## config.mk

```make
export PLATFORM = sky130hd
export DESIGN_NAME = ninep_message_decoder
export DESIGN_NICKNAME = d
export VERILOG_FILES = /design/src/hdl/npmd_pkg.sv /design/src/hdl/npmd_front.sv /design/src/hdl/npmd_queue.sv /design/src/hdl/npmd_back.sv /design/src/hdl/ninep_message_decoder.sv
export SDC_FILE = /design/constraint.sdc
export NUM_CORES = 1
export LEC_CHECK = 0
export ABC_AREA = 0
export BUFFER_PORTS_ARGS = -buffer_cell sky130_fd_sc_hd__buf_2
export CAP_MARGIN = 10
export CORE_MARGIN = 2
export CORE_UTILIZATION = 30
export CTS_CLUSTER_DIAMETER = 40
export DETAILED_ROUTE_END_ITERATION = 12
export GPL_TIMING_DRIVEN = 0
export HOLD_SLACK_MARGIN = 0.12
export PLACE_DENSITY = 0.47
export SETUP_SLACK_MARGIN = 0.4
export SLEW_MARGIN = 20
export SYNTH_ARGS = -nofsm -noshare
export SYNTH_HDL_FRONTEND = slang
export SYNTH_SLANG_ARGS = --single-unit
export TNS_END_PERCENT = 5
```

## constraint.sdc

```tcl
create_clock -name aclk -period 10.15 [get_ports aclk]
set_clock_uncertainty 0.15 [all_clocks]
set_input_delay 1.5225 -clock aclk [delete_from_list [all_inputs] [get_ports aclk]]
set_output_delay 1.5225 -clock aclk [all_outputs]
set_load 0.05 [all_outputs]
```

## src/hdl/npmd_pkg.sv

```systemverilog
package npmd_pkg;

    localparam int MAX_WALK_ELEMS = 16;

    // step kinds of the field program
    localparam logic [2:0] K_FIX   = 3'd0;
    localparam logic [2:0] K_STR   = 3'd1;
    localparam logic [2:0] K_NWN   = 3'd2;
    localparam logic [2:0] K_WNAME = 3'd3;
    localparam logic [2:0] K_NWQ   = 3'd4;
    localparam logic [2:0] K_WQ    = 3'd5;
    localparam logic [2:0] K_WQEND = 3'd6;
    localparam logic [2:0] K_END   = 3'd7;

    localparam logic [4:0] ID_VERDICT = 5'd25;

    // verdict codes
    localparam logic [2:0] ST_OK       = 3'd0;
    localparam logic [2:0] ST_SHORT    = 3'd1;
    localparam logic [2:0] ST_SIZE     = 3'd2;
    localparam logic [2:0] ST_BADTYPE  = 3'd3;
    localparam logic [2:0] ST_OVERRUN  = 3'd4;
    localparam logic [2:0] ST_WALK     = 3'd5;
    localparam logic [2:0] ST_TRAILING = 3'd6;

    typedef struct packed {
        logic [4:0] id;
        logic [3:0] width;
        logic [2:0] kind;
    } step_t;

    // one result item
    typedef struct packed {
        logic [4:0]  field_id;
        logic [63:0] field_value;
        logic [3:0]  element_index;
        logic        is_data_byte;
        logic        is_verdict;
        logic [2:0]  status;
    } item_t;

    // classified byte handed from front to back
    typedef struct packed {
        logic       has_field;
        item_t      field;
        logic       has_verdict;
        item_t      verdict;
    } req_t;

    function automatic step_t mk(input int id, input int w, input logic [2:0] k);
        step_t s;
        s.id = 5'(id);
        s.width = 4'(w);
        s.kind = k;
        return s;
    endfunction

    function automatic step_t prog(input logic [5:0] p);
        step_t s;
        case (p)
            6'd0:  s = mk(0, 4, K_FIX);
            6'd1:  s = mk(1, 1, K_FIX);
            6'd2:  s = mk(2, 2, K_FIX);
            6'd4:  s = mk(3, 4, K_FIX);
            6'd5:  s = mk(4, 2, K_STR);
            6'd7:  s = mk(5, 4, K_FIX);
            6'd8:  s = mk(6, 2, K_STR);
            6'd9:  s = mk(7, 2, K_STR);
            6'd11: s = mk(8, 1, K_FIX);
            6'd12: s = mk(9, 4, K_FIX);
            6'd13: s = mk(10, 8, K_FIX);
            6'd15: s = mk(13, 4, K_FIX);
            6'd16: s = mk(5, 4, K_FIX);
            6'd17: s = mk(6, 2, K_STR);
            6'd18: s = mk(7, 2, K_STR);
            6'd20: s = mk(11, 2, K_STR);
            6'd22: s = mk(12, 2, K_FIX);
            6'd24: s = mk(13, 4, K_FIX);
            6'd25: s = mk(14, 4, K_FIX);
            6'd26: s = mk(15, 2, K_NWN);
            6'd27: s = mk(16, 2, K_WNAME);
            6'd29: s = mk(17, 2, K_NWQ);
            6'd30: s = mk(8, 1, K_WQ);
            6'd31: s = mk(9, 4, K_WQ);
            6'd32: s = mk(10, 8, K_WQEND);
            6'd34: s = mk(13, 4, K_FIX);
            6'd35: s = mk(18, 1, K_FIX);
            6'd37: s = mk(8, 1, K_FIX);
            6'd38: s = mk(9, 4, K_FIX);
            6'd39: s = mk(10, 8, K_FIX);
            6'd40: s = mk(19, 4, K_FIX);
            6'd42: s = mk(13, 4, K_FIX);
            6'd43: s = mk(20, 2, K_STR);
            6'd44: s = mk(21, 4, K_FIX);
            6'd45: s = mk(18, 1, K_FIX);
            6'd47: s = mk(13, 4, K_FIX);
            6'd48: s = mk(22, 8, K_FIX);
            6'd49: s = mk(23, 4, K_FIX);
            6'd51: s = mk(23, 4, K_STR);
            6'd53: s = mk(13, 4, K_FIX);
            6'd54: s = mk(22, 8, K_FIX);
            6'd55: s = mk(23, 4, K_STR);
            6'd57: s = mk(23, 4, K_FIX);
            6'd59: s = mk(13, 4, K_FIX);
            6'd61: s = mk(13, 4, K_FIX);
            6'd62: s = mk(24, 2, K_STR);
            default: s = mk(0, 0, K_END);
        endcase
        return s;
    endfunction

    // program start per type byte, zero for an unknown type
    function automatic logic [5:0] type_start(input logic [7:0] t);
        logic [5:0] r;
        case (t)
            8'd100, 8'd101: r = 6'd4;
            8'd102: r = 6'd7;
            8'd103, 8'd105: r = 6'd11;
            8'd104: r = 6'd15;
            8'd107: r = 6'd20;
            8'd108: r = 6'd22;
            8'd109, 8'd121, 8'd123, 8'd127: r = 6'd3;
            8'd110: r = 6'd24;
            8'd111: r = 6'd29;
            8'd112: r = 6'd34;
            8'd113, 8'd115: r = 6'd37;
            8'd114: r = 6'd42;
            8'd116: r = 6'd47;
            8'd117: r = 6'd51;
            8'd118: r = 6'd53;
            8'd119: r = 6'd57;
            8'd120, 8'd122, 8'd124: r = 6'd59;
            8'd125: r = 6'd62;
            8'd126: r = 6'd61;
            default: r = 6'd0;
        endcase
        return r;
    endfunction

endpackage

```

## src/hdl/npmd_front.sv

```systemverilog
module npmd_front (
    input  logic             aclk,
    input  logic             aresetn,
    input  logic             in_valid,
    output logic             in_ready,
    input  logic [7:0]       in_byte,
    input  logic             in_last,
    output logic             req_valid,
    input  logic             req_ready,
    output npmd_pkg::req_t   req
);
    import npmd_pkg::*;

    logic [5:0]  phase_reg, phase_next;
    logic [3:0]  fbc_reg, fbc_next;
    logic [63:0] acc_reg, acc_next;
    logic [31:0] dsize_reg, dsize_next;
    logic [31:0] seen_reg, seen_next;
    logic [7:0]  mtype_reg, mtype_next;
    logic [31:0] rem_reg, rem_next;
    logic [15:0] eleft_reg, eleft_next;
    logic [3:0]  ecnt_reg, ecnt_next;
    logic [2:0]  err_reg, err_next;

    step_t       s;
    logic [63:0] v;
    logic [3:0]  eidx;
    logic [5:0]  ph;
    logic [2:0]  st;
    req_t        r;
    logic        take;

    assign in_ready  = req_ready;
    assign req_valid = in_valid;
    assign take      = in_valid && req_ready;
    assign req       = r;

    // classify one byte and step the field program
    always_comb begin
        phase_next = phase_reg;
        fbc_next   = fbc_reg;
        acc_next   = acc_reg;
        dsize_next = dsize_reg;
        seen_next  = seen_reg;
        mtype_next = mtype_reg;
        rem_next   = rem_reg;
        eleft_next = eleft_reg;
        ecnt_next  = ecnt_reg;
        err_next   = err_reg;
        s = prog(phase_reg);
        v = '0;
        ph = '0;
        st = ST_OK;
        eidx = (s.kind == K_WNAME || s.kind == K_WQ || s.kind == K_WQEND) ? ecnt_reg : 4'd0;
        r = '0;

        if (seen_reg == 32'hFFFF_FFFF) err_next = ST_SIZE;
        else seen_next = seen_reg + 32'd1;

        if (err_next == ST_OK) begin
            if (s.kind == K_END) begin
                err_next = ST_TRAILING;
            end else if (rem_reg != 32'd0) begin
                r.has_field = 1'b1;
                r.field.field_id = s.id;
                r.field.field_value = {56'd0, in_byte};
                r.field.element_index = eidx;
                r.field.is_data_byte = 1'b1;
                rem_next = rem_reg - 32'd1;
                if (rem_next == 32'd0) begin
                    if (s.kind == K_WNAME) begin
                        ecnt_next = ecnt_reg + 4'd1;
                        eleft_next = eleft_reg - 16'd1;
                        if (eleft_next == 16'd0) phase_next = phase_reg + 6'd1;
                    end else begin
                        phase_next = phase_reg + 6'd1;
                    end
                end
            end else begin
                v = acc_reg | ({56'd0, in_byte} << {fbc_reg[2:0], 3'b000});
                acc_next = v;
                fbc_next = fbc_reg + 4'd1;
                if (fbc_next >= s.width) begin
                    acc_next = '0;
                    fbc_next = '0;
                    r.has_field = 1'b1;
                    r.field.field_id = s.id;
                    r.field.field_value = v;
                    r.field.element_index = eidx;
                    case (s.kind)
                        K_STR, K_WNAME: begin
                            if (v != 64'd0) begin
                                rem_next = v[31:0];
                            end else if (s.kind == K_WNAME) begin
                                ecnt_next = ecnt_reg + 4'd1;
                                eleft_next = eleft_reg - 16'd1;
                                if (eleft_next == 16'd0) phase_next = phase_reg + 6'd1;
                            end else begin
                                phase_next = phase_reg + 6'd1;
                            end
                        end
                        K_NWN, K_NWQ: begin
                            eleft_next = v[15:0];
                            ecnt_next = '0;
                            if (v > 64'(MAX_WALK_ELEMS)) err_next = ST_WALK;
                            else if (v != 64'd0) phase_next = phase_reg + 6'd1;
                            else phase_next = phase_reg + ((s.kind == K_NWN) ? 6'd2 : 6'd4);
                        end
                        K_WQEND: begin
                            ecnt_next = ecnt_reg + 4'd1;
                            eleft_next = eleft_reg - 16'd1;
                            if (eleft_next != 16'd0) phase_next = phase_reg - 6'd2;
                            else phase_next = phase_reg + 6'd1;
                        end
                        default: begin
                            if (phase_reg == 6'd0) begin
                                dsize_next = v[31:0];
                                phase_next = 6'd1;
                            end else if (phase_reg == 6'd1) begin
                                mtype_next = v[7:0];
                                if (type_start(v[7:0]) == 6'd0) err_next = ST_BADTYPE;
                                else phase_next = 6'd2;
                            end else if (phase_reg == 6'd2) begin
                                phase_next = type_start(mtype_reg);
                            end else begin
                                phase_next = phase_reg + 6'd1;
                            end
                        end
                    endcase
                end
            end
        end

        // verdict on the final byte
        ph = phase_next;
        if (seen_next < 32'd7) st = ST_SHORT;
        else if (err_next == ST_SIZE || dsize_next != seen_next) st = ST_SIZE;
        else if (err_next != ST_OK) st = err_next;
        else if (prog(ph).kind != K_END) st = ST_OVERRUN;
        else st = ST_OK;
        r.has_verdict = in_last;
        r.verdict.field_id = ID_VERDICT;
        r.verdict.field_value = {32'd0, seen_next};
        r.verdict.is_verdict = 1'b1;
        r.verdict.status = st;
    end

    // parse state
    always_ff @(posedge aclk) begin
        if (!aresetn || (take && in_last)) begin
            phase_reg <= '0;
            fbc_reg   <= '0;
            acc_reg   <= '0;
            dsize_reg <= '0;
            seen_reg  <= '0;
            mtype_reg <= '0;
            rem_reg   <= '0;
            eleft_reg <= '0;
            ecnt_reg  <= '0;
            err_reg   <= '0;
        end else if (take) begin
            phase_reg <= phase_next;
            fbc_reg   <= fbc_next;
            acc_reg   <= acc_next;
            dsize_reg <= dsize_next;
            seen_reg  <= seen_next;
            mtype_reg <= mtype_next;
            rem_reg   <= rem_next;
            eleft_reg <= eleft_next;
            ecnt_reg  <= ecnt_next;
            err_reg   <= err_next;
        end
    end

endmodule

```

## src/hdl/npmd_queue.sv

```systemverilog
module npmd_queue (
    input  logic             aclk,
    input  logic             aresetn,
    input  logic             wr_valid,
    output logic             wr_ready,
    input  npmd_pkg::req_t   wr_data,
    output logic             rd_valid,
    input  logic             rd_ready,
    output npmd_pkg::req_t   rd_data
);
    import npmd_pkg::*;

    req_t       mem_reg [2];
    logic [1:0] cnt_reg;
    logic       wp_reg;
    logic       rp_reg;
    logic       wr_en;
    logic       rd_en;

    assign wr_ready = (cnt_reg != 2'd2);
    assign rd_valid = (cnt_reg != 2'd0);
    assign rd_data  = mem_reg[rp_reg];
    assign wr_en    = wr_valid && wr_ready;
    assign rd_en    = rd_valid && rd_ready;

    // two-entry request queue
    always_ff @(posedge aclk) begin
        if (!aresetn) begin
            cnt_reg <= '0;
            wp_reg  <= 1'b0;
            rp_reg  <= 1'b0;
        end else begin
            if (wr_en) wp_reg <= ~wp_reg;
            if (rd_en) rp_reg <= ~rp_reg;
            cnt_reg <= cnt_reg + {1'b0, wr_en} - {1'b0, rd_en};
        end
    end

    always_ff @(posedge aclk) begin
        if (wr_en) mem_reg[wp_reg] <= wr_data;
    end

endmodule

```

## src/hdl/npmd_back.sv

```systemverilog
module npmd_back (
    input  logic             aclk,
    input  logic             aresetn,
    input  logic             req_valid,
    output logic             req_ready,
    input  npmd_pkg::req_t   req,
    output logic             out_valid,
    input  logic             out_ready,
    output npmd_pkg::item_t  out_item
);
    import npmd_pkg::*;

    // field item first, then the verdict
    logic  sent_reg;
    logic  send_field;
    logic  has_any;

    assign send_field = req.has_field && !sent_reg;
    assign has_any    = req.has_field || req.has_verdict;
    assign out_valid  = req_valid && has_any;
    assign out_item   = send_field ? req.field : req.verdict;
    assign req_ready  = !has_any || (out_ready && (!send_field || !req.has_verdict));

    always_ff @(posedge aclk) begin
        if (!aresetn) begin
            sent_reg <= 1'b0;
        end else if (req_valid && req_ready) begin
            sent_reg <= 1'b0;
        end else if (req_valid && out_ready && send_field) begin
            sent_reg <= 1'b1;
        end
    end

endmodule

```

## src/hdl/ninep_message_decoder.sv

```systemverilog
// results: each accepted byte's request is registered in the queue ahead of the output stage
// throughput: one byte per cycle while the queue has room; a final byte that also closes a field
// gives a field item and then a verdict, and the two-entry queue between parser and output stage
// takes up that extra item, holding the input while it is full
// reset: synchronous active-low aresetn returns the parser to the size field and empties the queue
module ninep_message_decoder (
    input  logic         aclk,
    input  logic         aresetn,
    input  logic         s_tvalid,
    output logic         s_tready,
    input  logic [7:0]   s_tdata,   // in_byte
    input  logic         s_tlast,   // in_last
    output logic         m_tvalid,
    input  logic         m_tready,
    output logic [79:0]  m_tdata,   // field_id, field_value, element_index, status, zero fill
    output logic         m_tlast,   // is_verdict
    output logic         m_tuser    // is_data_byte
);
    import npmd_pkg::*;

    req_t  f_req, q_req;
    logic  f_valid, f_ready, q_valid, q_ready;
    item_t it;

    npmd_front u_front (
        .aclk(aclk), .aresetn(aresetn),
        .in_valid(s_tvalid), .in_ready(s_tready),
        .in_byte(s_tdata), .in_last(s_tlast),
        .req_valid(f_valid), .req_ready(f_ready), .req(f_req)
    );

    npmd_queue u_queue (
        .aclk(aclk), .aresetn(aresetn),
        .wr_valid(f_valid), .wr_ready(f_ready), .wr_data(f_req),
        .rd_valid(q_valid), .rd_ready(q_ready), .rd_data(q_req)
    );

    npmd_back u_back (
        .aclk(aclk), .aresetn(aresetn),
        .req_valid(q_valid), .req_ready(q_ready), .req(q_req),
        .out_valid(m_tvalid), .out_ready(m_tready), .out_item(it)
    );

    // pack result fields
    assign m_tdata = {4'd0, it.status, it.element_index, it.field_value, it.field_id};
    assign m_tlast = it.is_verdict;
    assign m_tuser = it.is_data_byte;

endmodule

```

==> run metrics <==
Worst setup EP type=register; worst-path maximum fanout=12; crit path max-delay cell type=nor3_1; Routed Antenna Nets=0; Simple-Gate Fraction of Synth Area=20.7%; highest clock rate=122 MHz; Final Util=35.9%; row count=105; cell-internal power=0.00494 W; part of the cycle the worst path needs=80.6%; RR Endpoint=u_front.s[0]$_DFF_P_; post-route setup slack=1.97 ns; PostCTS Resize Cnt=0; outcome=complete, no violations; final instance area=29300 um^2; post-layout min period=8.18 ns; CTS H-Tree Depth=3; routed length per instance=23.5 um; Place WS=2.12 ns; grt ovf=0; CTS root buf=clkbuf_16; Worst slew margin=25.4%; r2r startpoint=u_front.fbc_reg[2]$_SDFFE_PP0P_; R2R Setup Slk=1.97 ns; Worst Setup Start Kind=register; 1st-iter DRT viols=2197; number of setup violations in the final report=0; sequential share of power=23.9%; Post-synth EDFFs=222; Die Area=84500 um^2; port bufs=92; post-synth cell types=104; WP data arrival=8.49 ns; Die Y=291 um; hold slack=0.315 ns; Placed Area=26800 um^2; Pwr Total=0.00936 W; mux contribution to synthesized area=6.29%; R2R depth=22; All-Layer GR Usage=21.6%; crit path launch=u_front.fbc_reg[2]$_SDFFE_PP0P_; CP required=10.46 ns; first-pass GRT wire length=140 mm; via count=22612; fin. max-slew vios=0; PwrDens=319 nW/um^2; vias per cell=5.65; main combinational cell family by area after synthesis=simple AND/OR/NAND/NOR gates; top_reg_cell synth=dfxtp_1; DRC=0; global placement routability congestion=0.941; Synth-to-Final Area Change=18.9%; RSZ-0062 raised after global routing=no; CTS tree=done; Mapped Avg Cell Area=9.18 um^2; IO Count=97; Worst Setup EP=u_front.s[0]$_DFF_P_; post-synthesis xor/xnor area fraction=4.30%; Total Nets Final=2934; Clock Latency Late Sink=0.62 ns; # hold bufs at CTS=0; Psw=0.00442 W; share of layout cells above drive strength 1=12.1%; Largest stage delay, worst path=0.82 ns; crit path cell chain=buf_2, clkbuf_1, clkbuf_1, inv_1, nor3_1, xor2_1, ha_1, a21oi_1, a21oi_1, clkbuf_1, nand2_1, nor3b_1, o21ai_0, nor4_1, o2bb2ai_1, nand2_1, ha_1, clkbuf_1, inv_1, o21ai_0, a211oi_1, nor4_1; DP HPWL=70.3 mm; clk buf depth=3; Setup CP Type=register to register; Seq cells post-synth=447; total wire length=94.2 mm; Gate power share=48.6%; max reg flops=222; CP most frequent cell=clkbuf_1; LEAKAGE=10.1 nW; total CTS buffers=74; Mapped Area=24700 um^2; Num Clock Sinks=447; Post-Synth Adder-Cell Area=2.67%; Die W=291 um; initial antenna violation count=1; min-delay worst type=register to register; Synth Instances=2685; Net Sw Frac=47.2%; Least-Margin Pin Slew=1.11 ns; Final Hold Fails=0; Setup Fix Bufs, Post-CTS=0; Synth Area in Compound Gates=16.6%; vias in the first global route=21465; ys async rst share=0%; Clk pin slew, worst setup/hold paths=0.06 ns; core area=81700 um^2; Worst VDD drop=0.000161 V; Initial Util=30.2%; Yosys warning total=0; sequential-to-total area share from yosys stat=45.3%; clock power share=27.4%; drt pass-1 iters=6; Max-Cap Viols=0; largest net degree at the start of global routing=52
[power by group through the flow]
stage	Sequential, W	Combinational (W)	Clock (W)
final	0.00224	0.00455	0.00257
after global routing	0.00226	0.00486	0.00268
after CTS	0.00224	0.00451	0.00261
after detailed placement	0.00228	0.00449	0
after global placement	0.00230	0.00443	0
after floorplan	0.00225	0.00308	0
[layout make-up]
class | count | area, um^2
sequential | 447 | 11200
inverter | 62 | 235
clock inverter | 49 | 574
fill | 8342 | 52400
multi-input combinational | 1980 | 12600
buffer | 199 | 801
antenna | 2 | 5.00
clock buffer | 88 | 1980
tap | 1070 | 1340
timing repair buffer | 105 | 656
[layout by cell type (no fill, tap or decap), types with 10 or more instances in the layout]
| master | Yosys | layout |
|---|---|---|
| mux4_2 | 32 | 32 |
| dfxtp_1 | 225 | 225 |
| and3_1 | 21 | 20 |
| o21ai_0 | 118 | 117 |
| nand4_1 | 48 | 48 |
| edfxtp_1 | 222 | 222 |
| nand2b_1 | 14 | 14 |
| inv_6 | 0 | 12 |
| o31ai_1 | 14 | 14 |
| clkbuf_16 | 0 | 76 |
| a31oi_1 | 25 | 25 |
| nand2_1 | 167 | 167 |
| a22oi_1 | 13 | 13 |
| buf_4 | 5 | 10 |
| buf_1 | 17 | 17 |
| a211oi_1 | 63 | 62 |
| xor2_1 | 52 | 52 |
| or4_1 | 24 | 24 |
| xnor2_1 | 69 | 69 |
| nor2_1 | 389 | 387 |
| or3_1 | 24 | 24 |
| o211ai_1 | 12 | 12 |
| mux2i_1 | 75 | 75 |
| nor3b_1 | 14 | 14 |
| nor2b_1 | 19 | 19 |
| clkbuf_1 | 155 | 163 |
| ha_1 | 51 | 51 |
| nand3_1 | 70 | 70 |
| a21oi_1 | 266 | 253 |
| nor4_1 | 51 | 49 |
| inv_1 | 53 | 53 |
| a21oi_2 | 1 | 14 |
| and2_1 | 24 | 24 |
| nor3_1 | 109 | 108 |
| buf_2 | 21 | 113 |
| o22ai_1 | 21 | 21 |
[through the flow]
step                setup TNS (ns)  instances
floorplan                        0       2688
global placement           -122.93       3850
detailed placement               0       3863
CTS                              0       4000
global route                     0       4000
finish                           0       4002
[cells by family (layout without fill, tap and decap cells)]
logic type / Yosys count / after routing
compound gates: 657 / 657
xor+xnor: 121 / 121
fa+ha+maj: 52 / 52
buf+inv: 261 / 503
flops: 447 / 447
mux: 114 / 114
other cells: 1 / 6
simple gates: 1032 / 1032
[critical path, delay by kind of cell, from the launching register on]
family | cells | cell delay [ns]
AOI/OAI and AO/OA | 6 | 1.53
and+or+nand+nor | 6 | 2.88
xor gates and xnor gates | 1 | 0.23
adders and majority gates | 2 | 0.60
DFF | 1 | 0.30
buffers and inverters | 7 | 2.33
[worst min path at each step]
stage,slack (ns),to,cells after the start,start
2_1_floorplan,0.28,u_front.acc_reg[1]$_SDFFE_PP0P_,2,u_front.acc_reg[1]$_SDFFE_PP0P_
3_3_place_gp,0.29,u_front.acc_reg[1]$_SDFFE_PP0P_,2,u_front.acc_reg[1]$_SDFFE_PP0P_
3_5_place_dp,0.30,u_front.acc_reg[1]$_SDFFE_PP0P_,2,u_front.acc_reg[1]$_SDFFE_PP0P_
4_1_cts,0.31,u_front.acc_reg[1]$_SDFFE_PP0P_,2,u_front.acc_reg[1]$_SDFFE_PP0P_
5_1_grt,0.33,u_front.fbc_reg[3]$_SDFFE_PP0P_,2,u_front.fbc_reg[3]$_SDFFE_PP0P_
6_report,0.32,u_front.acc_reg[1]$_SDFFE_PP0P_,2,u_front.acc_reg[1]$_SDFFE_PP0P_
[cell usage after synthesis, types with 48 or more instances]
library cell | number | share of area (%)
nor2_1 | 389 | 5.9
a21oi_1 | 266 | 5.4
dfxtp_1 | 225 | 18
edfxtp_1 | 222 | 27
nand2_1 | 167 | 2.5
clkbuf_1 | 155 | 2.4
o21ai_0 | 118 | 2.4
nor3_1 | 109 | 2.2
mux2i_1 | 75 | 3.0
nand3_1 | 70 | 1.4
xnor2_1 | 69 | 2.5
a211oi_1 | 63 | 1.9
inv_1 | 53 | 0.81
xor2_1 | 52 | 1.8
ha_1 | 51 | 2.6
nor4_1 | 51 | 1.3
nand4_1 | 48 | 1.2
[layer usage]
metal	vias up	track usage, %	wire [um]
li1	10296	-	-
met1	11219	29.7	41800
met2	932	34.5	42800
met5	-	0	0
met3	165	3.14	6660
met4	0	7.77	2960
No activity file was read; power rests on OpenSTA's default activity.
